## config.mk

```make
export PLATFORM = sky130hd
export DESIGN_NAME = bubble_sort_counted
export DESIGN_NICKNAME = d
export VERILOG_FILES = /design/src/bsc_pkg.sv /design/src/bubble_sort_counted.sv /design/src/bsc_ram.sv
export SDC_FILE = /design/constraint.sdc
export NUM_CORES = 1
export LEC_CHECK = 0
export ABC_AREA = 1
export BUFFER_PORTS_ARGS = -buffer_cell sky130_fd_sc_hd__clkbuf_2
export CAP_MARGIN = 20
export CORE_MARGIN = 2
export CORE_UTILIZATION = 36
export DETAILED_ROUTE_END_ITERATION = 8
export GPL_TIMING_DRIVEN = 0
export PLACE_DENSITY = 0.58
export RECOVER_POWER = 50
export SLEW_MARGIN = 20
export SYNTH_ARGS = -nofsm -noshare
export SYNTH_HDL_FRONTEND = slang
export SYNTH_HIERARCHICAL = 1
export SYNTH_SLANG_ARGS = --single-unit
```

## constraint.sdc

```tcl
create_clock -name clk -period 11.2 [get_ports clk]
set_clock_uncertainty 0.1 [all_clocks]
set_input_delay 0.56 -clock clk [delete_from_list [all_inputs] [get_ports clk]]
set_output_delay 0.56 -clock clk [all_outputs]
set_load 0.02 [all_outputs]
```

## src/bsc_pkg.sv

```systemverilog
`default_nettype none

package bsc_pkg;

  localparam int MAX_ELEMENTS = 16;
  localparam int IDX_W        = $clog2(MAX_ELEMENTS);
  localparam int CNT_W        = $clog2(MAX_ELEMENTS + 1);
  localparam int VAL_W        = 32;
  localparam int PASS_W       = 4;
  localparam int CMP_W        = 7;
  localparam int IN_DATA_W    = 32;
  localparam int OUT_FIELDS_W = VAL_W + PASS_W + CMP_W;
  localparam int OUT_DATA_W   = ((OUT_FIELDS_W + 7) / 8) * 8;

  typedef logic signed [VAL_W-1:0] val_t;
  typedef logic [IDX_W-1:0]        idx_t;
  typedef logic [CNT_W-1:0]        cnt_t;
  typedef logic [PASS_W-1:0]       pass_t;
  typedef logic [CMP_W-1:0]        cmp_t;

endpackage

`default_nettype wire

```

## src/bubble_sort_counted.sv

```systemverilog
// Counted bubble sort of signed 32-bit values.
// Input channel (in_*): one value per item in in_tdata[31:0], in_tlast on the
// final value of a set. Up to MAX_ELEMENTS values are kept; further values are
// dropped and flagged, and a dropped value with in_tlast still closes the set.
// Loading takes one item per cycle; in_tready is low from the last item of a
// set until the final result of that set has been taken.
// Sorting runs on a single 1R1W store with registered read. A pass over L
// elements carries the running maximum up the store: ST_PSTART reads the
// first element, ST_FIRST loads it as the carry, ST_CMP compares the carry
// with each next element and writes the smaller one back, and ST_WB writes
// the maximum to the end of the pass.
// Output channel (out_*): one result per kept value, ascending, one per cycle
// once started, while out_tready is high (ST_OSTART primes the read), out_tlast
// on the final one, pass and comparison counts in out_tdata, drop flag in out_tuser.
// A stalled receiver holds the current result; the store read is frozen.
// Reset (rst_n low, synchronous) empties the set and clears the counts; the
// store itself is not cleared, as only entries of the current set are read.
`default_nettype none

module bubble_sort_counted
  import bsc_pkg::*;
(
  input  wire logic                  clk,
  input  wire logic                  rst_n,
  input  wire logic                  in_tvalid,
  output logic                       in_tready,
  input  wire logic [IN_DATA_W-1:0]  in_tdata,   // value[31:0]
  input  wire logic                  in_tlast,
  output logic                       out_tvalid,
  input  wire logic                  out_tready,
  output logic      [OUT_DATA_W-1:0] out_tdata,  // sorted_value[31:0], pass_count[35:32],
                                                 // compare_count[42:36], zeros above
  output logic                       out_tlast,
  output logic                       out_tuser   // overflow
);

  localparam logic [2:0] ST_LOAD   = 3'd0;
  localparam logic [2:0] ST_PSTART = 3'd1;
  localparam logic [2:0] ST_FIRST  = 3'd2;
  localparam logic [2:0] ST_CMP    = 3'd3;
  localparam logic [2:0] ST_WB     = 3'd4;
  localparam logic [2:0] ST_OSTART = 3'd5;
  localparam logic [2:0] ST_OUT    = 3'd6;

  logic [2:0] state_r, state_nxt;
  cnt_t       cnt_r, cnt_nxt;
  logic       drop_r, drop_nxt;
  pass_t      pass_r, pass_nxt;
  cmp_t       cmp_r, cmp_nxt;
  idx_t       end_r, end_nxt;
  idx_t       pos_r, pos_nxt;
  val_t       carry_r, carry_nxt;

  logic       wr_en;
  idx_t       wr_addr;
  val_t       wr_data;
  logic       rd_en;
  idx_t       rd_addr;
  logic [VAL_W-1:0] rd_raw;
  val_t       rd_data;

  logic       in_acc;
  logic       full;
  cnt_t       n_set;
  logic       gt;
  logic       out_is_last;

  assign rd_data     = val_t'(rd_raw);
  assign in_acc      = in_tvalid && in_tready;
  assign full        = (cnt_r >= CNT_W'(MAX_ELEMENTS));
  assign n_set       = full ? cnt_r : cnt_r + CNT_W'(1);
  assign gt          = (carry_r > rd_data);
  assign out_is_last = ((CNT_W'(pos_r) + CNT_W'(1)) == cnt_r);

  assign in_tready  = (state_r == ST_LOAD);
  assign out_tvalid = (state_r == ST_OUT);
  assign out_tlast  = out_is_last;
  assign out_tuser  = drop_r;
  assign out_tdata  = {{(OUT_DATA_W - OUT_FIELDS_W){1'b0}}, cmp_r, pass_r, rd_raw};

  bsc_ram #(
    .WIDTH (VAL_W),
    .DEPTH (MAX_ELEMENTS)
  ) u_store (
    .clk     (clk),
    .wr_en   (wr_en),
    .wr_addr (wr_addr),
    .wr_data (wr_data),
    .rd_en   (rd_en),
    .rd_addr (rd_addr),
    .rd_data (rd_raw)
  );

  always_comb begin
    state_nxt = state_r;
    cnt_nxt   = cnt_r;
    drop_nxt  = drop_r;
    pass_nxt  = pass_r;
    cmp_nxt   = cmp_r;
    end_nxt   = end_r;
    pos_nxt   = pos_r;
    carry_nxt = carry_r;
    wr_en     = 1'b0;
    wr_addr   = pos_r;
    wr_data   = carry_r;
    rd_en     = 1'b0;
    rd_addr   = pos_r;

    unique case (state_r)
      ST_LOAD: begin
        if (in_acc) begin
          if (!full) begin
            wr_en   = 1'b1;
            wr_addr = cnt_r[IDX_W-1:0];
            wr_data = val_t'(in_tdata[VAL_W-1:0]);
            cnt_nxt = cnt_r + CNT_W'(1);
          end else begin
            drop_nxt = 1'b1;
          end
          if (in_tlast) begin
            pass_nxt = '0;
            cmp_nxt  = '0;
            pos_nxt  = '0;
            if (n_set >= CNT_W'(2)) begin
              end_nxt   = IDX_W'(n_set - CNT_W'(1));
              state_nxt = ST_PSTART;
            end else begin
              state_nxt = ST_OSTART;
            end
          end
        end
      end
      ST_PSTART: begin
        rd_en     = 1'b1;
        rd_addr   = '0;
        state_nxt = ST_FIRST;
      end
      ST_FIRST: begin
        carry_nxt = rd_data;
        rd_en     = 1'b1;
        rd_addr   = IDX_W'(1);
        pos_nxt   = IDX_W'(1);
        state_nxt = ST_CMP;
      end
      ST_CMP: begin
        wr_en     = 1'b1;
        wr_addr   = pos_r - IDX_W'(1);
        wr_data   = gt ? rd_data : carry_r;
        carry_nxt = gt ? carry_r : rd_data;
        if (cmp_r != '1) begin
          cmp_nxt = cmp_r + CMP_W'(1);
        end
        if (pos_r == end_r) begin
          state_nxt = ST_WB;
        end else begin
          rd_en   = 1'b1;
          rd_addr = pos_r + IDX_W'(1);
          pos_nxt = pos_r + IDX_W'(1);
        end
      end
      ST_WB: begin
        wr_en   = 1'b1;
        wr_addr = end_r;
        wr_data = carry_r;
        end_nxt = end_r - IDX_W'(1);
        if (pass_r != '1) begin
          pass_nxt = pass_r + PASS_W'(1);
        end
        if (end_r == IDX_W'(1)) begin
          state_nxt = ST_OSTART;
        end else begin
          state_nxt = ST_PSTART;
        end
      end
      ST_OSTART: begin
        rd_en     = 1'b1;
        rd_addr   = '0;
        pos_nxt   = '0;
        state_nxt = ST_OUT;
      end
      ST_OUT: begin
        if (out_tready) begin
          if (out_is_last) begin
            cnt_nxt   = '0;
            drop_nxt  = 1'b0;
            state_nxt = ST_LOAD;
          end else begin
            rd_en   = 1'b1;
            rd_addr = pos_r + IDX_W'(1);
            pos_nxt = pos_r + IDX_W'(1);
          end
        end
      end
      default: begin
        state_nxt = ST_LOAD;
      end
    endcase
  end

  always_ff @(posedge clk) begin
    if (!rst_n) begin
      state_r <= ST_LOAD;
      cnt_r   <= '0;
      drop_r  <= 1'b0;
      pass_r  <= '0;
      cmp_r   <= '0;
      end_r   <= '0;
      pos_r   <= '0;
    end else begin
      state_r <= state_nxt;
      cnt_r   <= cnt_nxt;
      drop_r  <= drop_nxt;
      pass_r  <= pass_nxt;
      cmp_r   <= cmp_nxt;
      end_r   <= end_nxt;
      pos_r   <= pos_nxt;
    end
  end

  always_ff @(posedge clk) begin
    carry_r <= carry_nxt;
  end

endmodule

`default_nettype wire

```

## src/bsc_ram.sv

```systemverilog
`default_nettype none

module bsc_ram #(
  parameter int WIDTH = 32,
  parameter int DEPTH = 16
) (
  input  wire logic                     clk,
  input  wire logic                     wr_en,
  input  wire logic [$clog2(DEPTH)-1:0] wr_addr,
  input  wire logic [WIDTH-1:0]         wr_data,
  input  wire logic                     rd_en,
  input  wire logic [$clog2(DEPTH)-1:0] rd_addr,
  output logic      [WIDTH-1:0]         rd_data
);

  logic [WIDTH-1:0] mem [DEPTH];

  always_ff @(posedge clk) begin
    if (wr_en) begin
      mem[wr_addr] <= wr_data;
    end
    if (rd_en) begin
      rd_data <= mem[rd_addr];
    end
  end

endmodule

`default_nettype wire

```

Word-level counts from Yosys, hierarchy flattened
Memory sizes are Yosys's and may differ from the RTL's. A register that Yosys moved wholly into a read port is not among the register bits.
Index checks and enable logic that the tools add are counted.
W data, S select, Z words.
{"block": "totals", "regBits": 60, "mem_bits_rw": 512, "in_bits": 37, "output_inout_bits": 52, "elab_cells": 112, "memories": 1}
{"block": "op_classes", "add_sub_neg": 8, "n_lt_le_gt_ge": 3, "n_eq_ne": 21, "muxes": 53, "n_reduce_logical": 18}
{"name": "u_store.mem", "depth": 16, "width": 32, "read_ports": 1, "rd_ports_with_merged_regs": 1, "write_ports": 1, "line": "bsc_ram.sv:16", "text": "logic [WIDTH-1:0] mem [DEPTH];"}
{"operator": "$mux W32", "n": 4}
{"operator": "$pmux W32 S2", "n": 2}
{"operator": "$mux W4", "n": 11}
{"operator": "$gt A32 B32 Y1", "n": 1}
{"operator": "$mux W3", "n": 7}
{"operator": "$mux W7", "n": 3}
{"operator": "$pmux W3 S7", "n": 1}
{"operator": "$mux W5", "n": 4}
{"operator": "$pmux W4 S5", "n": 1}
{"operator": "$pmux W4 S2", "n": 2}
{"operator": "$pmux W4 S4", "n": 1}
{"operator": "$reduce_and A4 Y1", "n": 4}
{"operator": "$pmux W7 S2", "n": 1}
{"operator": "$ne A2 B1 Y1 const B", "n": 6}
{"operator": "$pmux W4 S3", "n": 1}
{"operator": "$sub A4 B1 Y4 const B", "n": 3}
{"operator": "$mux W1", "n": 11}
{"operator": "$pmux W5 S2", "n": 1}
{"operator": "$reduce_and A5 Y1", "n": 2}
{"operator": "$eq A3 B3 Y1 const B", "n": 3}
{"operator": "$add A4 B1 Y4 const B", "n": 2}
{"operator": "$ne A2 B2 Y1 const B", "n": 4}
{"operator": "$reduce_bool A2 Y1", "n": 4}
{"operator": "$add A7 B1 Y7 const B", "n": 1}
{"operator": "20 further kinds", "n": 23}

Logic depth before layout (Yosys ltp)
Gate-level depths: netlist of the first run.
{"block": "logic_depth", "depth_word": 7, "mapped_depth": 21, "depth_no_buf": 18}

Hierarchy
The synthesis of the first run kept the hierarchy.
{"mod": "bsc_ram", "n_inst": 1, "cells_per_inst": 2120, "area_per_inst_um2": 23050.9, "seq_area_each_um2": 16335.7}
{"mod": "bubble_sort_counted", "n_inst": 1, "cells_per_inst": 713, "area_per_inst_um2": 4978.5, "seq_area_each_um2": 1521.5}

Worst setup path before layout of the first run
No wires, ideal clock.
{"block": "synth_path", "path_type": "reg2reg", "from": "register state_r[0]", "to": "memory u_store.mem[11][0] (enable)", "setup_time_ns": 0.421, "arrival_time_ns": 2.997, "required_time_ns": 10.679, "setup_slack_ns": 7.682, "path_stages_with_launch": 11, "path_buffers": 1, "cell_sequence": "dfxtp_1 nor2_1 nand2_2 nor2_1 nand2_1 inv_2 clkbuf_1 a21oi_1 o21ai_0 nand2_1 nor2_1"}
{"block": "synth_via", "elab_cells_between_ends": 11, "classes_between": "eq/ne: 2; mux: 6; reduce/logical: 3"}
{"item": "from (decl)", "line": "bubble_sort_counted.sv:45", "text": "logic [2:0] state_r, state_nxt;"}
{"item": "from (signal assigned)", "line": "bubble_sort_counted.sv:210", "text": "state_r <= state_nxt;"}
{"item": "$logic_not A3 Y1", "line": "bubble_sort_counted.sv:75, bubble_sort_counted.sv:109"}
{"item": "$logic_and A1 B1 Y1", "line": "bubble_sort_counted.sv:69", "text": "assign in_acc = in_tvalid && in_tready;"}
{"item": "$mux W4", "line": "bubble_sort_counted.sv:111", "text": "if (in_acc) begin"}
{"item": "$pmux W4 S3 *", "line": "bubble_sort_counted.sv:109", "text": "unique case (state_r)"}
{"item": "net wr_addr[1]", "line": "bubble_sort_counted.sv:55", "text": "idx_t wr_addr;"}
{"item": "to (decl)", "line": "bsc_ram.sv:16"}
The timed path passes the listed nets; every way through them passes the cells marked *.

Worst setup path after layout of the first run
{"block": "layout_path", "from": "register state_r[0]", "to": "memory u_store.mem[8][1] (enable)"}
Same word-level chain as after synthesis.

==> impl_metrics.tcl, run 1 <==
set metrics [dict create \
    outcome "finished with violations" \
    violations "max-capacitance violations, max-slew violations" \
    diodes 0 \
    met3RoutedLength_um 6711 \
    synth-main-ff-cell "edfxtp_1" \
    crit_path_cell_trace "nor2_1, nand2_1, nor2_1, nand2_1, inv_1, clkbuf_1, a21oi_1, o21ai_0, inv_1, nand2_1, nor2_1, clkbuf_1" \
    ctsResizeCount 0 \
    grt_pass1_vias 19028 \
    path_clk_slew_ps 60 \
    grt_antenna_before_repair 1 \
    core.rowCount 102 \
    hold_buffers 0 \
    io_pins 89 \
    worst_pin_slew_ps 1896 \
    synth.distinct_cells 48 \
    layout-drive-gt1-share 0.08221 \
    hold_ws_ps 136.5 \
    avgSynthCellArea_um2 9.894 \
    final_cells 4093 \
    p_leak_nw 13.66 \
    max_cap_violations 8 \
    met2_length_um 39920 \
    final_core_util 0.4169 \
    gp_congestion 0.8904 \
    via_per_inst 4.930 \
    floorplan.initialDensity 0.3630 \
    synth_edf_count 576 \
    async_reset_ff_frac 0 \
    max_freq_mhz 181.8 \
    dieArea_um2 80110 \
    m1WireLength_um 35850 \
    synthCells 2833 \
    worstSetupPathType "reg2reg" \
    power.density_nw_per_um2 318.4 \
    grt_pass1_wl_um 124600 \
    die_x_um 283.0 \
    grtUsageTotal 0.2088 \
    top_layer "met4" \
    post_cts_buffers 0 \
    cp.arrival_ps 5630 \
    syn_area_um2 28030 \
    start_kind "flop" \
    rsz0062_at_grt "no" \
    yosysSeqAreaShare 0.6371 \
    drcViolationCount 0 \
    htree_levels 2 \
    fin_crit_sh 0.4910 \
    worstPathRequired_ps 11330 \
    min_path_type "in2reg" \
    r2r_setup_slack_ps 5700 \
    yosys_warnings 6 \
    overflow 0 \
    fillCellCount 7375 \
    dp_cells 3983 \
    wl_per_cell_um 20.75 \
    dr.pass1.iters 7 \
    synth.ff_latch_count 604 \
    cts_buffers 61 \
    min_period_ps 5499 \
    drtIter0Drc 2105 \
    crit_slowest_cell "clkbuf_1" \
    cp_slowest_stage_delay_ps 1220 \
    hpwl_um 58680 \
    peakVddDrop_v 0.0001766 \
    nets 3085 \
    syn_to_final_growth_pct 14.83 \
    worstPathMaxFanout 20 \
    setup_tns_ps 0 \
    power_w 0.01025 \
    clock-sinks 604 \
    endpoint_kind "flop" \
    numPortBuffers 83 \
    cts_root_buf "clkbuf_16" \
    clk_path_buf_depth 3 \
    setup_violations 0 \
    finalHoldViolCount 0 \
    slew_viol_final 132 \
    vias 20179 \
    grt_max_degree 26 \
    final_antenna_net_count 0 \
    slew_headroom -0.2686 \
    cts_tree "yes" \
    die_y_um 283.0 \
    core_area_um2 77210 \
    wl_um 84950 \
    clock_latency_ps 660 \
]
stage by stage:
step | area, um2 | setup WS [ps]
6_report | 32190 | 5701
5_1_grt | 32190 | 5387
4_1_cts | 32460 | 6938
3_5_place_dp | 30400 | 6964
3_3_place_gp | 29760 | 4658
2_1_floorplan | 28040 | 7682
cell families (layout without fill, tap and decap cells):
logic type,after synthesis,count (layout),share of synthesized area
AND/OR/NAND/NOR,1408,1408,0.2141
flip-flops,604,604,0.6371
buffers and inverters,650,866,0.09963
other,1,5,0.0001338
adder cells (fa/ha/maj),42,42,0.01875
XOR/XNOR,17,17,0.005312
AO/OA/AOI/OAI,111,111,0.02500
layout by cell type (no fill, tap or decap), types with 10 or more instances in the layout:
| cell type | instances |
|---|---|
| buf_4 | 11 |
| a21oi_1 | 37 |
| buf_12 | 11 |
| nor3_1 | 13 |
| o21ai_0 | 22 |
| clkbuf_1 | 97 |
| edfxtp_1 | 576 |
| nand4_1 | 37 |
| clkinv_1 | 11 |
| ha_1 | 42 |
| buf_2 | 47 |
| nand2_1 | 845 |
| nor2_1 | 49 |
| buf_6 | 30 |
| nor2_4 | 10 |
| inv_1 | 504 |
| clkbuf_16 | 61 |
| a22oi_1 | 32 |
| nand3_1 | 444 |
| dfxtp_1 | 28 |
| bufinv_16 | 10 |
| clkbuf_2 | 38 |
| buf_1 | 18 |
final timing paths:
kind                      startpoint                     endpoint  depth (start not counted)
max          state_r[0]$_SDFFE_PN0P_  u_store/mem[8][1]$_DFFE_PP_                         12
min                            rst_n        cnt_r[2]$_SDFFE_PN0P_                          3
max reg2reg  state_r[0]$_SDFFE_PN0P_  u_store/mem[8][1]$_DFFE_PP_                         12
min reg2reg   out_tuser$_SDFFE_PN0P_       out_tuser$_SDFFE_PN0P_                          2
final cells by class:
cell class / count / area, um2 / share of cell area
sequential: 604 / 17860 / 0.5548
multi-input combinational: 1583 / 7433 / 0.2310
inverter: 510 / 1917 / 0.05956
clock inverter: 37 / 488.0 / 0.01516
timing repair buffer: 106 / 749.5 / 0.02329
tap: 1040 / 1301 / 0.04043
buffer: 140 / 868.3 / 0.02698
clock buffer: 73 / 1572 / 0.04883
metal layers:
metal	GRT usage	vias to the layer above
li1	-	9600
met1	0.2848	9599
met2	0.3450	849
met3	0.02995	131
met4	0.06330	0
met5	0	-
worst max-delay path: cells and delay by family, from the launching register on:
kind                   cells  cell delay, ps
AND/OR/NAND/NOR            6            1960
buffers and inverters      4            2100
flip-flops                 1             400
AO/OA/AOI/OAI              2             500
state kept, by name, indices dropped and copies added (netlist names):
register         flops
end_r                4
pos_r                4
cnt_r                5
pass_r               4
u_store/rd_data     32
cmp_r                7
u_store/mem        512
out_tuser            1
state_r              3
carry_r             32
power breakdown:
| group | internal (W) | leakage, nW | switching, W |
|---|---|---|---|
| Combinational | 0.00116 | 7.20 | 0.00328 |
| Sequential | 0.00350 | 5.47 | 0.000187 |
| Clock | 0.00123 | 0.990 | 0.000887 |
| Total | 0.00589 | 13.7 | 0.00436 |
cells in the mapped netlist (all sizes together) (2+ instances only):
cell type,instances,area share
a211oi,3,0.00080
a21oi,38,0.0069
a22oi,32,0.0086
a31oi,2,0.00045
buf,111,0.027
clkbuf,29,0.0039
dfxtp,28,0.020
edfxtp,576,0.62
ha,42,0.019
inv,509,0.068
nand2,846,0.11
nand3,444,0.079
nand3b,2,0.00054
nand4,37,0.0083
nor2,60,0.0082
nor3,14,0.0031
nor4,2,0.00045
o211ai,2,0.00054
o21a,2,0.00054
o21ai,23,0.0041
o22ai,2,0.00045
xnor2,8,0.0025
xor2,9,0.0028
(Power assumes the default switching activity.)
==> inputs of run 2 (changes only) <==
==> constraint.sdc (replaced) <==
create_clock -name clk -period 5.7 [get_ports clk]
set_clock_uncertainty 0.1 [all_clocks]
set_input_delay 0.285 -clock clk [delete_from_list [all_inputs] [get_ports clk]]
set_output_delay 0.285 -clock clk [all_outputs]
set_load 0.02 [all_outputs]
==> impl_metrics.tcl, run 2 (same netlist as run 1, synthesis figures left out) <==
set metrics [dict create \
    outcome "finished with violations" \
    violations "max-capacitance violations, max-slew violations" \
    rsz0062_at_grt "no" \
    layout-drive-gt1-share 0.08312 \
    via_per_inst 4.936 \
    clock_latency_ps 650 \
    wl_per_cell_um 20.74 \
    worstPathMaxFanout 10 \
    peakVddDrop_v 0.0003522 \
    layout_common_cells "nand2_1, edfxtp_1, inv_1" \
    power_w 0.02016 \
    htree_levels 2 \
    grt_pass1_vias 19041 \
    grtUsageTotal 0.2090 \
    r2r-start "state_r[2]$_SDFFE_PN0P_" \
    diodes 0 \
    reg2reg_to "u_store/rd_data[10]$_DFFE_PP_" \
    clk_path_buf_depth 3 \
    finalHoldViolCount 0 \
    largest_reg_flops 512 \
    cp_slowest_stage_delay_ps 1050 \
    hpwl_um 58680 \
    worst_pin_slew_ps 1903 \
    registers.top_by_ff_count "u_store/mem" \
    r2r_setup_slack_ps 930 \
    power.density_nw_per_um2 624.3 \
    whs_path_depth 5 \
    hold_end "state_r[1]$_SDFFE_PN0P_" \
    wl_um 84970 \
    max_cap_violations 5 \
    startpoint "state_r[2]$_SDFFE_PN0P_" \
    overflow 0 \
    fin_crit_sh 0.8374 \
    worstPathRequired_ps 6100 \
    dr.pass1.iters 5 \
    cp.arrival_ps 5170 \
    final_cells 4096 \
    multi_input_area_um2 7430 \
    grt_pass1_wl_um 124700 \
    max_freq_mhz 209.5 \
    drcViolationCount 0 \
    hold_ws_ps 103.5 \
    start_kind "flop" \
    crit_path_cell_trace "inv_1, nor3_1, inv_1, o22ai_1, o21bai_1, nand2_1, nand3_1, buf_2, buf_1, nand2_1, nand3_1, nand3_1, nand2_1" \
    min_from "in_tvalid" \
    gp_congestion 0.8904 \
    core_area_um2 77210 \
    vias 20218 \
    grt_antenna_before_repair 1 \
    min_period_ps 4773 \
    reg.largest.list "u_store/mem: 512 flops, carry_r: 32 flops, u_store/rd_data: 32 flops" \
    post_cts_buffers 0 \
    clock-sinks 604 \
    die_x_um 283.0 \
    fillCellCount 7365 \
    cts_root_buf "clkbuf_16" \
    worstSetupPathType "reg2reg" \
    crit_slowest_cell "nor3_1" \
    cts_tree "yes" \
    nets 3088 \
    endpoint_kind "flop" \
    die_y_um 283.0 \
    grt_max_degree 26 \
    setup_tns_ps 0 \
    numPortBuffers 83 \
    setup_ws_ps 926.7 \
    drtIter0Drc 2007 \
    slew_headroom -0.2732 \
    layout_commonest_cell "nand2_1" \
    post-place-ws_ps 1464 \
    syn_to_final_growth_pct 15.24 \
    setup_violations 0 \
    rr_worst_depth 13 \
    path_clk_slew_ps 60 \
    register_area_um2 17860 \
    cts_buffers 61 \
    dieArea_um2 80110 \
    core.rowCount 102 \
    p_leak_nw 13.71 \
    floorplan.initialDensity 0.3630 \
    slew_viol_final 84 \
    dp_cells 3983 \
    io_pins 89 \
    min_path_type "in2reg" \
    final_antenna_net_count 0 \
]
==> run 2: changes by cell type in the layout (fill, tap and decap cells not counted), sizes merged <==
cell,delta
buf,+5
dlygate4sd3,+3
clkbuf,-5
==> run 2: worst max path at each step <==
| stage | cells after the start | end |
|---|---|---|
| after floorplan | 10 | u_store/mem[15][0]$_DFFE_PP_ |
| after global placement | 10 | u_store/mem[15][25]$_DFFE_PP_ |
| after detailed placement | 16 | u_store/rd_data[10]$_DFFE_PP_ |
| after CTS | 16 | u_store/rd_data[10]$_DFFE_PP_ |
| after global routing | 13 | u_store/rd_data[10]$_DFFE_PP_ |
| final | 13 | u_store/rd_data[10]$_DFFE_PP_ |
==> run 2: where the power goes <==
part / switching, W / internal, W / total, W / leakage [nW]
combinational: 0.00646 / 0.00230 / 0.00876 / 7.25
clock: 0.00174 / 0.00242 / 0.00416 / 0.990
sequential: 0.000368 / 0.00687 / 0.00724 / 5.47
==> run 2: through the flow <==
step	utilization	area (um2)
3_5_place_dp	0.3937	30400
3_3_place_gp	0.3854	29760
2_1_floorplan	-	28040
4_1_cts	0.4208	32490
6_report	0.4183	32300
5_1_grt	0.4183	32300
==> run 2: cell type report <==
type                       instances  share of cell area
inverter                         510             0.05934
clock buffer                      73             0.04865
multi-input combinational       1583              0.2300
clock inverter                    37             0.01511
sequential                       604              0.5528
timing repair buffer             109             0.02688
tap                             1040             0.04029
buffer                           140             0.02688
==> run 2: per-layer routing <==
layer  wire length [um]  vias up  GRT usage
met5                  0        -          0
met1              36220     9681     0.2846
li1                   -     9603          -
met4               2494        0    0.06330
met2              39870      804     0.3457
met3               6386      130    0.02995
==> run 2: repair_timing <==
| item | 4_1_cts | 5_1_grt |
|---|---|---|
| hold buffers | 3 | 0 |
| setup endpoints to repair | 0 | 0 |
| resized for setup | 0 | 0 |
| hold endpoints to repair | 10 | 0 |
==> run 2: critical path: cells and delay by family, from the launching register on <==
family	cells	cell delay (ps)
AND/OR/NAND/NOR	7	2060
buffers and inverters	4	1670
AO/OA/AOI/OAI	2	450
flip-flops	1	320
==> inputs of run 3 (changes only) <==
--- a/config.mk
+++ b/config.mk
@@ -12,7 +12,7 @@
 export CORE_UTILIZATION = 36
 export DETAILED_ROUTE_END_ITERATION = 8
 export GPL_TIMING_DRIVEN = 0
-export PLACE_DENSITY = 0.58
+export PLACE_DENSITY = 0.6
 export RECOVER_POWER = 50
 export SLEW_MARGIN = 20
 export SYNTH_ARGS = -nofsm -noshare
==> constraint.sdc (replaced) <==
create_clock -name clk -period 4 [get_ports clk]
set_clock_uncertainty 0.1 [all_clocks]
set_input_delay 0.2 -clock clk [delete_from_list [all_inputs] [get_ports clk]]
set_output_delay 0.2 -clock clk [all_outputs]
set_load 0.02 [all_outputs]
==> impl_metrics.tcl, run 3 (same netlist as run 1, synthesis figures left out) <==
set metrics [dict create \
    worstPathRequired_ps 4220 \
    clock-sinks 604 \
    rr_worst_depth 11 \
    numPortBuffers 83 \
    htree_levels 2 \
    endpoint_kind "flop" \
    final_antenna_net_count 0 \
    die_x_um 283.0 \
    core.rowCount 102 \
    violations "max-capacitance violations" \
    fillCellCount 7396 \
    via_per_inst 4.959 \
    grt_pass1_wl_um 123700 \
    power_w 0.02837 \
    max_freq_mhz 260.4 \
    diodes 0 \
    fin_crit_sh 0.9602 \
    cts_tree "yes" \
    worstPathMaxFanout 18 \
    hpwl_um 58100 \
    wl_um 84210 \
    layout_common_cells "nand2_1, edfxtp_1, inv_1" \
    reg.largest.list "u_store/mem: 512 flops, carry_r: 32 flops, u_store/rd_data: 32 flops" \
    vias 20336 \
    whs_path_depth 6 \
    cp.arrival_ps 4060 \
    m1WireLength_um 34370 \
    dr.pass1.iters 6 \
    dp_cells 3982 \
    outcome "finished with violations" \
    floorplan.initialDensity 0.3630 \
    wl_per_cell_um 20.53 \
    power.density_nw_per_um2 882.2 \
    clock_latency_ps 640 \
    io_pins 89 \
    grtUsageTotal 0.2063 \
    drcViolationCount 0 \
    min_period_ps 3841 \
    min_from "out_tready" \
    slew_viol_final 0 \
    hold_end "pos_r[0]$_SDFFE_PN0P_" \
    met3RoutedLength_um 6952 \
    gp_congestion 0.8882 \
    slew_headroom 0.02328 \
    max_cap_violations 1 \
    finalHoldViolCount 0 \
    clk_path_buf_depth 3 \
    core_area_um2 77210 \
    die_y_um 283.0 \
    setup_violations 0 \
    worst_pin_slew_ps 1447 \
    r2r-start "state_r[0]$_SDFFE_PN0P_" \
    layout_commonest_cell "nand2_1" \
    largest_reg_flops 512 \
    path_clk_slew_ps 70 \
    cts_buffers 61 \
    r2r_setup_slack_ps 160 \
    nets 3090 \
    grt_antenna_before_repair 0 \
    registers.top_by_ff_count "u_store/mem" \
    drtIter0Drc 1906 \
    p_leak_nw 13.77 \
    rsz0062_at_grt "no" \
    worstSetupPathType "reg2reg" \
    min_path_type "in2reg" \
    met2_length_um 40570 \
    peakVddDrop_v 0.0003911 \
    grt_max_degree 25 \
    layout-drive-gt1-share 0.09539 \
    reg2reg_to "u_store/mem[13][4]$_DFFE_PP_" \
    start_kind "flop" \
    syn_to_final_growth_pct 14.75 \
    dieArea_um2 80110 \
    cts_root_buf "clkbuf_16" \
    top_layer "met4" \
    overflow 0 \
    final_cells 4101 \
    grt_pass1_vias 19033 \
]
run 3: cell count changes in the layout (fill, tap and decap cells not counted), moves of 5 or more:
cell,delta
clkbuf_4,+15
buf_1,-14
buf_4,+5
buf_12,-8
clkinv_1,+6
clkbuf_2,+20
clkbuf_1,-17
run 3: cell type report:
type                       instances  area [um2]  share of cell area
multi-input combinational       1583        7455              0.2318
timing repair buffer             113       737.0             0.02291
clock inverter                    40       365.4             0.01136
buffer                           138       939.7             0.02921
tap                             1040        1301             0.04046
inverter                         510        1917             0.05959
clock buffer                      73        1593             0.04952
sequential                       604       17860              0.5552
run 3: report_power, final:
part	switching (W)	total, W	internal (W)
Combinational	0.00910	0.0124	0.00327
Sequential	0.000543	0.0103	0.00979
Clock	0.00245	0.00567	0.00322
Total	0.0121	0.0284	0.0163
run 3: repair_timing:
action | in CTS | in global routing
gates resized for setup | 19 | 29
hold endpoints to repair | 10 | 0
pin swaps | 0 | 2
endpoints found under the setup margin | 182 | 61
hold buffers | 4 | 0
setup buffers | 0 | 4
run 3: per-layer routing:
layer	GRT usage	vias to the layer above
li1	-	9614
met1	0.2719	9751
met2	0.3538	826
met3	0.03035	145
met4	0.05718	0
met5	0	-
run 3: worst max-delay path by stage:
| stage | depth (start not counted) | endpoint | start | slack, ps |
|---|---|---|---|---|
| finish | 11 | u_store/mem[13][4]$_DFFE_PP_ | state_r[0]$_SDFFE_PN0P_ | 160 |
| global placement | 10 | u_store/mem[2][16]$_DFFE_PP_ | state_r[0]$_SDFFE_PN0P_ | -2260 |
| global route | 10 | u_store/mem[10][8]$_DFFE_PP_ | state_r[0]$_SDFFE_PN0P_ | 10 |
| detailed placement | 15 | u_store/rd_data[17]$_DFFE_PP_ | pos_r[0]$_SDFFE_PN0P_ | -260 |
| CTS | 15 | u_store/rd_data[10]$_DFFE_PP_ | pos_r[0]$_SDFFE_PN0P_ | 10 |
| floorplan | 10 | u_store/mem[15][0]$_DFFE_PP_ | state_r[0]$_SDFFE_PN0P_ | 480 |
run 3: worst max-delay path: stages (launching register included):
cell and delay (ps):
dfxtp_1 370, nor2_1 180, nand2_2 170, nor2_1 200, nand2_1 170, inv_2 380
o21ai_0 140, o211ai_1 400, nand3_1 370, nor2_4 150, clkbuf_2 550, buf_6 320
run 3: per-stage QoR:
stage	setup TNS [ps]	setup slack (ps)	instance area (um2)	hold WS, ps	util
2_1_floorplan	0	482.1	28040	238.4	-
3_3_place_gp	-1067290	-2260	29760	366.8	0.3854
3_5_place_dp	-22630	-260.9	30400	379.8	0.3938
4_1_cts	0	11.49	32430	0.4729	0.4201
5_1_grt	0	12.16	32160	75.87	0.4166
6_report	0	159.3	32160	43.61	0.4166
